[src/rtl/core/fut_pkg.sv]
`timescale 1ns / 1ps
// ----------------------------------------------------------------------------
// Form tokenizer package
// Shared types, character and status codes, and the escape digit function
// used by the form-encoded body tokenizer.
// ----------------------------------------------------------------------------
package fut_pkg;

  typedef enum logic [1:0] {
    PH_KEY   = 2'd0,
    PH_VALUE = 2'd1,
    PH_DIG1  = 2'd2,
    PH_DIG2  = 2'd3
  } phase_t;

  typedef enum logic [1:0] {
    STAT_OK        = 2'd0,
    STAT_ESC_SHORT = 2'd1,
    STAT_END_KEY   = 2'd2,
    STAT_TOO_MANY  = 2'd3
  } status_t;

  localparam logic [7:0] CH_EQ      = 8'h3D;
  localparam logic [7:0] CH_AMP     = 8'h26;
  localparam logic [7:0] CH_PCT     = 8'h25;
  localparam logic [7:0] CH_UPPER_A = 8'h41;
  localparam logic [7:0] CH_LOWER_A = 8'h61;
  localparam logic [7:0] CH_ZERO    = 8'h30;

  localparam logic [7:0] UPPER_OFS = CH_UPPER_A - 8'd10;
  localparam logic [7:0] LOWER_OFS = CH_LOWER_A - 8'd10;

  typedef struct packed {
    logic [7:0]  out_byte;
    logic        byte_valid;
    logic        in_value;
    logic [3:0]  pair_index;
    logic        token_end;
    logic        frame_end;
    logic [14:0] byte_position;
    status_t     status;
  } result_t;

  function automatic logic [7:0] digit_value(input logic [7:0] b);
    logic [7:0] v;
    if (b < CH_UPPER_A || b[7]) begin
      v = b - CH_ZERO;
    end else if (b < CH_LOWER_A) begin
      v = b - UPPER_OFS;
    end else begin
      v = b - LOWER_OFS;
    end
    return v;
  endfunction

endpackage

[src/rtl/core/fut_parser.sv]
`timescale 1ns / 1ps
// ----------------------------------------------------------------------------
// Form tokenizer parser
// Holds the parse state and forms the result of one accepted body byte.
// ----------------------------------------------------------------------------
module fut_parser #(
  parameter int MAX_PAIRS       = 16,
  parameter int MAX_FRAME_BYTES = 32768
) (
  input  logic            clk,
  input  logic            rst_n,
  input  logic            take,
  input  logic [7:0]      data_byte,
  input  logic            last_byte,
  output logic            res_valid,
  output fut_pkg::result_t res
);
  import fut_pkg::*;

  localparam int CW = $clog2(MAX_PAIRS + 1);
  localparam int PW = $clog2(MAX_FRAME_BYTES);
  localparam logic [CW-1:0] PAIR_SAT = CW'(MAX_PAIRS);
  localparam logic [CW-1:0] PAIR_TOP = CW'(MAX_PAIRS - 1);
  localparam logic [PW-1:0] POS_TOP  = PW'(MAX_FRAME_BYTES - 1);

  phase_t        phase_r, phase_nxt;
  logic [3:0]    first_digit_r, first_digit_nxt;
  logic [CW-1:0] pair_count_r, pair_count_nxt;
  logic [PW-1:0] position_r, position_nxt;

  logic       emit;
  logic [7:0] ob;
  logic       ob_valid;
  logic       inval;
  logic       tend;
  status_t    stat_raw;
  logic       next_pair;
  logic [7:0] dv;
  logic       sat;
  logic [CW-1:0] idx;

  assign dv  = digit_value(data_byte);
  assign sat = (pair_count_r == PAIR_SAT);
  assign idx = sat ? PAIR_TOP : pair_count_r;

  always_comb begin
    phase_nxt = phase_r;
    case (phase_r)
      PH_KEY: begin
        if (data_byte == CH_EQ) phase_nxt = PH_VALUE;
      end
      PH_VALUE: begin
        if (data_byte == CH_AMP) phase_nxt = PH_KEY;
        else if (data_byte == CH_PCT) phase_nxt = PH_DIG1;
      end
      PH_DIG1: begin
        if (data_byte == CH_AMP) phase_nxt = PH_KEY;
        else phase_nxt = PH_DIG2;
      end
      PH_DIG2: begin
        if (data_byte == CH_AMP) phase_nxt = PH_KEY;
        else phase_nxt = PH_VALUE;
      end
      default: phase_nxt = PH_KEY;
    endcase
  end

  always_comb begin
    emit      = 1'b1;
    ob        = 8'd0;
    ob_valid  = 1'b0;
    inval     = 1'b0;
    tend      = 1'b0;
    stat_raw  = STAT_OK;
    next_pair = 1'b0;
    case (phase_r)
      PH_KEY: begin
        if (data_byte != CH_EQ) begin
          ob       = data_byte;
          ob_valid = 1'b1;
          if (last_byte) begin
            tend     = 1'b1;
            stat_raw = STAT_END_KEY;
          end
        end else begin
          tend = 1'b1;
        end
      end
      PH_VALUE: begin
        inval = 1'b1;
        if (data_byte == CH_AMP) begin
          tend      = 1'b1;
          next_pair = 1'b1;
          if (last_byte) stat_raw = STAT_END_KEY;
        end else if (data_byte == CH_PCT) begin
          if (last_byte) begin
            tend     = 1'b1;
            stat_raw = STAT_ESC_SHORT;
          end else begin
            emit = 1'b0;
          end
        end else begin
          ob       = data_byte;
          ob_valid = 1'b1;
          tend     = last_byte;
        end
      end
      PH_DIG1: begin
        inval = 1'b1;
        if (data_byte == CH_AMP) begin
          tend      = 1'b1;
          stat_raw  = STAT_ESC_SHORT;
          next_pair = 1'b1;
        end else if (last_byte) begin
          tend     = 1'b1;
          stat_raw = STAT_ESC_SHORT;
        end else begin
          emit = 1'b0;
        end
      end
      PH_DIG2: begin
        inval = 1'b1;
        if (data_byte == CH_AMP) begin
          tend      = 1'b1;
          stat_raw  = STAT_ESC_SHORT;
          next_pair = 1'b1;
        end else begin
          ob       = {first_digit_r, 4'd0} + dv;
          ob_valid = 1'b1;
          tend     = last_byte;
        end
      end
      default: emit = 1'b0;
    endcase
  end

  always_comb begin
    res.out_byte      = ob;
    res.byte_valid    = ob_valid;
    res.in_value      = inval;
    res.pair_index    = 4'(idx);
    res.token_end     = tend;
    res.frame_end     = last_byte;
    res.byte_position = 15'(position_r);
    res.status        = (stat_raw == STAT_OK && sat) ? STAT_TOO_MANY : stat_raw;
    res_valid         = take && emit;
  end

  always_comb begin
    first_digit_nxt = first_digit_r;
    if (phase_r == PH_DIG1 && data_byte != CH_AMP) first_digit_nxt = dv[3:0];
    pair_count_nxt = pair_count_r;
    if (next_pair && !sat) pair_count_nxt = pair_count_r + 1'b1;
    position_nxt = position_r;
    if (position_r != POS_TOP) position_nxt = position_r + 1'b1;
  end

  always_ff @(posedge clk) begin
    if (!rst_n) begin
      phase_r       <= PH_KEY;
      first_digit_r <= 4'd0;
      pair_count_r  <= '0;
      position_r    <= '0;
    end else if (take) begin
      if (last_byte) begin
        phase_r       <= PH_KEY;
        first_digit_r <= 4'd0;
        pair_count_r  <= '0;
        position_r    <= '0;
      end else begin
        phase_r       <= phase_nxt;
        first_digit_r <= first_digit_nxt;
        pair_count_r  <= pair_count_nxt;
        position_r    <= position_nxt;
      end
    end
  end

endmodule

[src/rtl/core/form_urlencoded_tokenizer.sv]
`timescale 1ns / 1ps
// ----------------------------------------------------------------------------
// Form-encoded body tokenizer
// Splits a form-encoded body into key and value bytes with percent decoding.
//
// The input channel carries one body byte per transfer, with in_last_byte
// marking the final byte. The result channel carries at most one result per
// input byte: a raw key byte, a decoded value byte or a marker, tagged with
// its pair index, part, token end, frame end, byte position and status.
// A percent sign or first escape digit inside a value gives no result unless
// it is the final byte of the body.
// Each result is registered before it appears on the output. The
// block takes one byte per cycle as long as the receiver keeps up; the rate
// is set by the parse state registers updated on each transfer.
// When the receiver stalls, one further result is held in a skid register
// and in_stall rises on the following cycle, so nothing is lost.
// Reset returns the parser to the key phase, clears the pair count and the
// byte position and empties both output registers. After a final byte the
// parse state returns to its reset values.
// ----------------------------------------------------------------------------
module form_urlencoded_tokenizer #(
  parameter int MAX_PAIRS       = 16,
  parameter int MAX_FRAME_BYTES = 32768
) (
  input  logic        clk,
  input  logic        rst_n,
  input  logic        in_valid,
  output logic        in_stall,
  input  logic [7:0]  in_data_byte,
  input  logic        in_last_byte,
  output logic        out_valid,
  input  logic        out_stall,
  output logic [7:0]  out_byte,
  output logic        out_byte_valid,
  output logic        out_in_value,
  output logic [3:0]  out_pair_index,
  output logic        out_token_end,
  output logic        out_frame_end,
  output logic [14:0] out_byte_position,
  output logic [1:0]  out_status
);
  import fut_pkg::*;

  logic    take;
  logic    res_valid;
  result_t res;
  logic    out_fire;

  logic    out_valid_r;
  result_t out_data_r;
  logic    skid_valid_r;
  result_t skid_data_r;

  assign in_stall = skid_valid_r;
  assign take     = in_valid && !skid_valid_r;
  assign out_fire = out_valid_r && !out_stall;

  fut_parser #(
    .MAX_PAIRS       (MAX_PAIRS),
    .MAX_FRAME_BYTES (MAX_FRAME_BYTES)
  ) u_parser (
    .clk       (clk),
    .rst_n     (rst_n),
    .take      (take),
    .data_byte (in_data_byte),
    .last_byte (in_last_byte),
    .res_valid (res_valid),
    .res       (res)
  );

  always_ff @(posedge clk) begin
    if (!rst_n) begin
      out_valid_r  <= 1'b0;
      skid_valid_r <= 1'b0;
    end else if (skid_valid_r) begin
      if (out_fire) begin
        out_valid_r  <= 1'b1;
        skid_valid_r <= 1'b0;
      end
    end else if (!out_valid_r || out_fire) begin
      out_valid_r <= res_valid;
    end else if (res_valid) begin
      skid_valid_r <= 1'b1;
    end
  end

  always_ff @(posedge clk) begin
    if (skid_valid_r) begin
      if (out_fire) out_data_r <= skid_data_r;
    end else if (!out_valid_r || out_fire) begin
      if (res_valid) out_data_r <= res;
    end else if (res_valid) begin
      skid_data_r <= res;
    end
  end

  assign out_valid         = out_valid_r;
  assign out_byte          = out_data_r.out_byte;
  assign out_byte_valid    = out_data_r.byte_valid;
  assign out_in_value      = out_data_r.in_value;
  assign out_pair_index    = out_data_r.pair_index;
  assign out_token_end     = out_data_r.token_end;
  assign out_frame_end     = out_data_r.frame_end;
  assign out_byte_position = out_data_r.byte_position;
  assign out_status        = out_data_r.status;

endmodule
[config.mk]
export PLATFORM = sky130hd
export DESIGN_NAME = form_urlencoded_tokenizer
export DESIGN_NICKNAME = d
export VERILOG_FILES = /design/src/rtl/core/fut_pkg.sv /design/src/rtl/core/fut_parser.sv /design/src/rtl/core/form_urlencoded_tokenizer.sv
export SDC_FILE = /design/constraint.sdc
export NUM_CORES = 1
export LEC_CHECK = 0
export BUFFER_PORTS_ARGS = -buffer_cell sky130_fd_sc_hd__buf_2
export CAP_MARGIN = 5
export CORE_UTILIZATION = 59
export CTS_CLUSTER_DIAMETER = 80
export DETAILED_ROUTE_END_ITERATION = 8
export PLACE_DENSITY = 0.82
export SLEW_MARGIN = 0
export SYNTH_ARGS = -nofsm -noshare
export SYNTH_HDL_FRONTEND = slang
export SYNTH_HIERARCHICAL = 1
export SYNTH_SLANG_ARGS = --single-unit
[constraint.sdc]
create_clock -name clk -period 5.1 [get_ports clk]
set_input_delay 0.765 -clock clk [delete_from_list [all_inputs] [get_ports clk]]
set_output_delay 0.765 -clock clk [all_outputs]
set_load 0.1 [all_outputs]
# After elaboration in Yosys (flattened, before gate mapping)
# Cells that the tools add are included.
# Widths: inputs -> output; s select.
[op_classes]
eq_ne = 13
magnitude_cmp = 2
n_reduce_logical = 27
n_bitwise = 2
mux = 59
add_sub_neg = 6
[ops]
columns = ["op", "n"]
rows = [
  ["$mux 33", 4],
  ["$mux 8", 6],
  ["$mux 15", 2],
  ["$mux 1", 25],
  ["$eq 8x6->1 const B", 3],
  ["$pmux 8 s3", 1],
  ["$mux 2", 11],
  ["$lt 8x7->1 const B", 2],
  ["$ne 8x6->1 const B", 2],
  ["$pmux 2 s4", 2],
  ["$sub 8x6->8 const B", 2],
  ["$add 15x1->15 const B", 1],
  ["$ne 15x15->1 const B", 1],
  ["$mux 4", 3],
  ["$mux 5", 2],
  ["$reduce_bool 2->1", 5],
  ["$reduce_and 3->1", 3],
  ["$add 8x8->8", 1],
  ["$reduce_and 2->1", 4],
  ["$sub 8x7->8 const B", 1],
  ["$logic_and 1x1->1", 6],
  ["$add 5x1->5 const B", 1],
  ["$eq 5x5->1 const B", 1],
  ["$eq 2x2->1 const B", 2],
  ["other kinds (12)", 18],
]
[word_totals]
output_inout_bits = 35
inputBits = 13
ff_bits = 94

# Longest topological paths before layout
# Gate-level depths: netlist (run 1).
[logic_depth]
ltp_word = 10
ltp_mapped = 17
mapped_depth_nobuf = 17

# Cells and area by module
# Netlist (run 1), hierarchy kept.
[modules_own_cells]
columns = ["mod", "seq_area_each_um2", "cells_per_inst", "area_per_inst_um2", "n_inst"]
rows = [
  ["form_urlencoded_tokenizer", 2021.9, 116, 2560.0, 1],
  ["fut_parser", 520.5, 287, 2326.0, 1],
]

# Worst setup path before layout (run 1)
# OpenSTA, ideal clock, no wires.
[synth_timing]
kind = "input port to flip-flop"
startpoint = "input port in_data_byte[4]"
endpoint = "register out_data_r, in the netlist out_byte[0], enable pin"
stages = 9
arrival_ns = 3.586
t_required_ns = 4.668
path_buffers = 0
setup_slack_ns = 1.082
setup_time_ns = 0.432
cell_sequence = "inv_1 ha_1 nand4bb_4 o21ai_0 a21oi_1 o21ai_0 and2_1 nand2b_1 a21boi_1"
[synth_between]
elab_chain_len = 7
elab_cells_between_ends = 9
[synth_rtl]
columns = ["element", "line_no", "source"]
rows = [
  ["start: declaration", "form_urlencoded_tokenizer.sv:29", "input logic [7:0] in_data_byte,"],
  ["$eq 8x6->1", "fut_parser.sv:95", "end else if (data_byte == CH_PCT) begin"],
  ["$mux 1", "fut_parser.sv:95", ""],
  ["$mux 1", "fut_parser.sv:91", "if (data_byte == CH_AMP) begin"],
  ["$pmux 1 s2 (*)", "fut_parser.sv:76", "case (phase_r)"],
  ["$logic_and 1x1->1 (*)", "fut_parser.sv:146", "res_valid = take && emit;"],
  ["net res_valid", "form_urlencoded_tokenizer.sv:45", "logic res_valid;"],
  ["$reduce_bool 2->1 (no line) (*)", "-", ""],
  ["$reduce_and 3->1 (no line) (*)", "-", ""],
  ["end signal: assignment", "form_urlencoded_tokenizer.sv:89", "if (out_fire) out_data_r <= skid_data_r;"],
  ["end signal: assignment", "form_urlencoded_tokenizer.sv:91", "if (res_valid) out_data_r <= res;"],
  ["end: declaration", "form_urlencoded_tokenizer.sv:50", "result_t out_data_r;"],
]
# The timed path passes the listed nets; every way through them passes the cells marked *.
# A chain may end at the register's enable or synchronous reset.

==> summary.txt, run 1 <==
overall routing resource usage -> 23.1%
Num CTS Buffers -> 9
worst hold path class -> register to register
Placer Congestion -> 0.961
Post-CTS Setup Bufs -> 0
gr busiest metal -> met2
Max clock buf depth -> 2
Synth Instances -> 403
Critical Path AT -> 3630 ps
Mapped Nets -> 438
Slew @ Worst Pin -> 893 ps
critical path endpoint category -> register
CTS Hold Bufs -> 0
# H-tree levels -> 3
slew margin rel. -> 40.4%
RSZ-0062 raised after global routing -> false
Reg-to-Reg End -> out_byte_position[10]
Yosys top cell area share -> 40.6%
final WL -> 9540 um
DIE AREA -> 8650 um2
synth top area cells -> edfxtp_1 (41%), dfxtp_1 (11%), ha_1 (5.4%)
total power -> 1.79 mW
Final min period -> 3520 ps
Hold Path Stages -> 0
FF-to-FF setup slack -> 2300 ps
synthesis-to-layout area growth -> 9.81%
per-cell routed wire length -> 17.3 um
CP required -> 5210 ps
worst clock skew -> 9.03 ps
Skew-Pair Late Insertion Delay -> 350 ps
met3 usage in global routing -> 4.55%
clk slew on worst S/H paths -> 90 ps
Lkg Pwr -> 2.01 nW
final setup fails -> 0
Routed Antenna Nets -> 0
initial antenna violation count -> 0
CP max FO -> 7
Sum Neg Setup Slack -> 0 ps
die width -> 93 um
Avg Inst Size Synth -> 12.1 um2
Starting Density -> 61.9%
final global-route overflow total -> 0
EDFF count, synth -> 66
CTS tree -> built
status -> completed
nets -> 480
Setup crit start kind -> primary input
core area -> 7890 um2
max-capacitance violation count -> 0
largest net degree at the start of global routing -> 40
Site Rows -> 32
min-delay src -> u_parser/position_r[14]
Num Clock Sinks -> 94
First-pass DRT Iterations -> 5
global-route wire length before repair -> 15,200 um
Main synth FF type -> edfxtp_1
P per Cell Area -> 334 nW/um2
initial DRC count -> 222
Die H -> 93 um
vias in the first global route -> 3,046
Mapped Area -> 4890 um2
# resized after CTS -> 0
CTS root buffer -> clkbuf_8
Crit Reg-Reg Startpoint -> in_stall
FMAX -> 0.284 GHz
maximum vdd ir drop -> 0.148 mV
number of vias per cell -> 5.96
Slew Limit Fails -> 0
GR Util met1 -> 31.9%
Tcrit/Tclk final -> 69.0%
WHS Endpoint -> skid_data_r[16]
final core occ -> 68.0%
DRC -> 0
logic depth of the worst register-to-register path -> 6
Synth warnings -> 6
IO Port Bufs -> 47
DP HPWL -> 6650 um
I/O pin total -> 48
crit path kind -> primary input to register
Seq/Total Area, Yosys -> 52.0%
layout cells sized above 1 -> 26.9%
vias post-DR -> 3,289
final hold violations -> 0
Unique masters post-synth -> 59
ys async rst share -> 0%
largest area contributor in the netlist -> edfxtp_1
ANT cells -> 0
met2 Use GR -> 36.6%
Synth Register Bits -> 94
[per-stage QoR]
step / instance area [um2] / setup WS [ps] / std cells / hold WS (ps)
after floorplan: 4890 / 1080 / 403 / 430
after CTS: 5370 / 1630 / 552 / 518
after global placement: 5150 / 1380 / 536 / 467
final: 5370 / 1580 / 552 / 525
after detailed placement: 5150 / 1240 / 536 / 477
after global routing: 5370 / 1390 / 552 / 515
[layout by cell type (no fill, tap or decap), types with 6 or more instances in the layout]
master / n
a21oi_1: 19
nand2b_1: 7
inv_1: 20
o21ai_0: 16
mux2_2: 19
nor3_1: 8
nor2_1: 27
edfxtp_1: 66
a22oi_1: 6
xor2_1: 7
nor2b_1: 9
dfxtp_1: 27
nand3_1: 13
nand2_1: 21
mux2_4: 16
clkbuf_8: 11
xnor2_1: 12
buf_2: 47
ha_1: 21
[cell usage after synthesis, types with 9 or more instances]
master	instances
ha_1	21
dfxtp_1	28
nor2_1	28
a21oi_1	19
xnor2_1	12
nand2_1	21
o21ai_0	16
nand3_1	13
mux2_2	19
nor2b_1	9
mux2_4	16
inv_1	20
edfxtp_1	66
[cell families after synthesis]
| group | synth area share [%] |
|---|---|
| multiplexers | 9.50 |
| flip-flops | 52.0 |
| AND/OR/NAND/NOR | 15.0 |
| XOR/XNOR | 3.41 |
| buffers and inverters | 4.35 |
| AO/OA/AOI/OAI | 9.89 |
| adder cells (fa/ha/maj) | 5.79 |
[metal layers]
| metal | part of all wire [%] | up-vias |
|---|---|---|
| met1 | 46 | 1605 |
| met5 | 0 | - |
| met2 | 47 | 104 |
| met4 | 1.8 | 0 |
| met3 | 4.7 | 16 |
| li1 | - | 1564 |
[worst max-delay path, cell delays in order]
cell	delay, ps
buf_2	150
inv_1	120
ha_1	280
a21oi_1	150
o21bai_1	100
ha_1	340
nand2_1	60
o21bai_1	160
xor2_1	170
nand2_1	70
o21ai_0	90
ha_1	290
a21oi_1	190
and3_1	180
nand4bb_1	120
o211ai_1	110
mux2_2	280
[where the power goes]
part	leakage, nW	total, mW	switching [mW]	internal (mW)
sequential	0.837	0.876	0.0121	0.864
clock	0.104	0.512	0.255	0.257
combinational	1.07	0.402	0.321	0.0814
[flip-flops by register name, indices dropped and copies added (netlist names)]
| name | flops |
|---|---|
| skid_data_r | 33 |
| out_byte_position | 15 |
| u_parser/position_r | 15 |
| out_byte | 8 |
| u_parser/pair_count_r | 5 |
| out_pair_index | 4 |
| u_parser/first_digit_r | 4 |
| out_status | 2 |
| u_parser/phase_r | 2 |
| in_stall | 1 |
| out_byte_valid | 1 |
| out_frame_end | 1 |
| out_in_value | 1 |
| out_token_end | 1 |
| out_valid | 1 |
[final cells by class]
| class | instances | area, um2 |
|---|---|---|
| tap | 102 | 128 |
| fill | 561 | 2520 |
| clock buffer | 11 | 151 |
| sequential | 94 | 2540 |
| clock inverter | 5 | 65.1 |
| timing repair buffer | 50 | 258 |
| multi-input combinational | 270 | 2140 |
| inverter | 20 | 75.1 |
[worst max-delay path by stage]
stage	from	end	slack, ps	cells past startpoint
2_1_floorplan	in_data_byte[4]	out_byte[0]	1080	9
3_3_place_gp	in_data_byte[4]	out_byte[7]	1380	17
3_5_place_dp	in_data_byte[4]	out_byte[7]	1240	17
4_1_cts	in_data_byte[4]	out_byte[7]	1630	17
5_1_grt	in_data_byte[4]	out_byte[7]	1390	17
6_report	in_data_byte[4]	out_byte[7]	1580	17
Power figures use the tool's default switching activity.
==> run 2: changes to the inputs <==
Clock period 5.1 ns to 3.3 ns, I/O delays scaled along.
==> run 2 against run 1 <==
Effect of this change: core utilization is 1.6 points higher; clock skew is 6.3 ps higher; sequential power is 54% higher; global-route usage is 0.60 points higher.
==> summary.txt, run 2 (synthesis gave the netlist of run 1 again) <==
status -> completed
critical path's slowest cell -> ha_1
vias post-DR -> 3,381
Critical Path AT -> 3170 ps
# placed instances -> 550
Critical Path, Cell by Cell -> buf_2 > inv_1 > ha_1 > a21oi_1 > o21bai_1 > ha_1 > nand2_1 > o21bai_1 > xor2_1 > nand2_1 > o21ai_0 > ha_1 > a21oi_2 > and3_1 > nand4bb_1 > o211ai_1 > mux2_2
CTS root buffer -> clkbuf_8
CP required -> 3420 ps
initial antenna violation count -> 0
Lkg Pwr -> 2.09 nW
Slew @ Worst Pin -> 616 ps
I/O pin total -> 48
P per Cell Area -> 504 nW/um2
# fillers -> 538
CTS Hold Bufs -> 0
core area -> 7890 um2
Crit path top cell by count -> ha_1
layout cells sized above 1 -> 29.5%
Max clock buf depth -> 2
critical path endpoint category -> register
vias in the first global route -> 3,226
CP max FO -> 4
overall routing resource usage -> 23.8%
Num CTS Buffers -> 9
clk slew on worst S/H paths -> 90 ps
Routed Antenna Nets -> 0
per-cell routed wire length -> 17.2 um
synthesis-to-layout area growth -> 12.5%
ANT cells -> 0
IO Port Bufs -> 47
Hold Slack -> 460 ps
final setup fails -> 0
global-route wire length before repair -> 15,700 um
worst clock skew -> 15.4 ps
Num Clock Sinks -> 94
Crit path largest cell delay -> 320 ps
DIE AREA -> 8650 um2
most flop-heavy register -> skid_data_r
max-capacitance violation count -> 0
most frequent cells in the layout -> edfxtp_1 (66), buf_2 (47), dfxtp_1 (27), nor2_1 (27)
Placer Congestion -> 0.926
placed inst area -> 5280 um2
largest net degree at the start of global routing -> 39
initial DRC count -> 266
Site Rows -> 32
Tcrit/Tclk final -> 92.3%
FMAX -> 0.328 GHz
Setup crit start kind -> primary input
crit path kind -> primary input to register
final setup margin -> 255 ps
die width -> 93 um
Skew-Pair Late Insertion Delay -> 370 ps
final WL -> 9780 um
DRC -> 0
Die H -> 93 um
maximum vdd ir drop -> 0.220 mV
Starting Density -> 61.9%
final global-route overflow total -> 0
Final Cell Area -> 5500 um2
max reg flops -> 33
fin cells -> 567
Final min period -> 3050 ps
Setup WS pre-CTS -> -128 ps
worst hold path class -> primary input to register
final core occ -> 69.7%
number of vias per cell -> 5.96
DP HPWL -> 6820 um
RSZ-0062 raised after global routing -> false
total power -> 2.77 mW
Slew Limit Fails -> 0
nets -> 495
final hold violations -> 0
slew margin rel. -> 58.6%
First-pass DRT Iterations -> 5
commonest non-fill, non-tap cell in the layout -> edfxtp_1
Sum Neg Setup Slack -> 0 ps
# H-tree levels -> 3
CTS tree -> built
==> run 2: path summary, 6_finish.rpt <==
check / start / end / slack (ps) / cells past startpoint
min: out_stall / out_valid / 460 / 3
max: in_data_byte[4] / out_byte[7] / 250 / 17
min reg2reg: u_parser/position_r[14] / skid_data_r[16] / 480 / 0
max reg2reg: u_parser/phase_r[1] / out_byte[2] / 920 / 7
==> run 2: per-layer routing <==
metal / up-vias / GRT usage (%) / share of wire, %
li1: 1591 / - / -
met1: 1663 / 31.3 / 45
met2: 113 / 39.0 / 49
met3: 14 / 5.20 / 4.4
met4: 0 / 7.95 / 1.9
met5: - / 0 / 0
==> run 2: worst max-delay path: cells and delay by family <==
kind | cells | cell delay, ps
compound gates | 6 | 760
simple gates | 4 | 440
fa+ha+maj | 3 | 850
mux | 1 | 270
buf+inv | 2 | 180
xor+xnor | 1 | 160
==> run 2: area by class of cell <==
class / count / area, um2 / area share, %
inverters: 20 / 75.1 / 1.37
clock inverters: 6 / 56.3 / 1.02
clock buffers: 10 / 149 / 2.71
flip-flops and latches: 94 / 2540 / 46.3
well taps: 102 / 128 / 2.32
repair buffers: 65 / 395 / 7.19
multi-input cells: 270 / 2150 / 39.1
==> run 2: what timing repair did <==
action	in CTS	in global routing
hold endpoints to repair	0	0
resized for setup	0	1
setup endpoints to repair	0	1
setup buffers	0	1
==> run 2: where the power goes <==
group | switching (mW) | internal [mW]
Sequential | 0.0192 | 1.33
Combinational | 0.495 | 0.145
Clock | 0.438 | 0.337
Total | 0.953 | 1.82
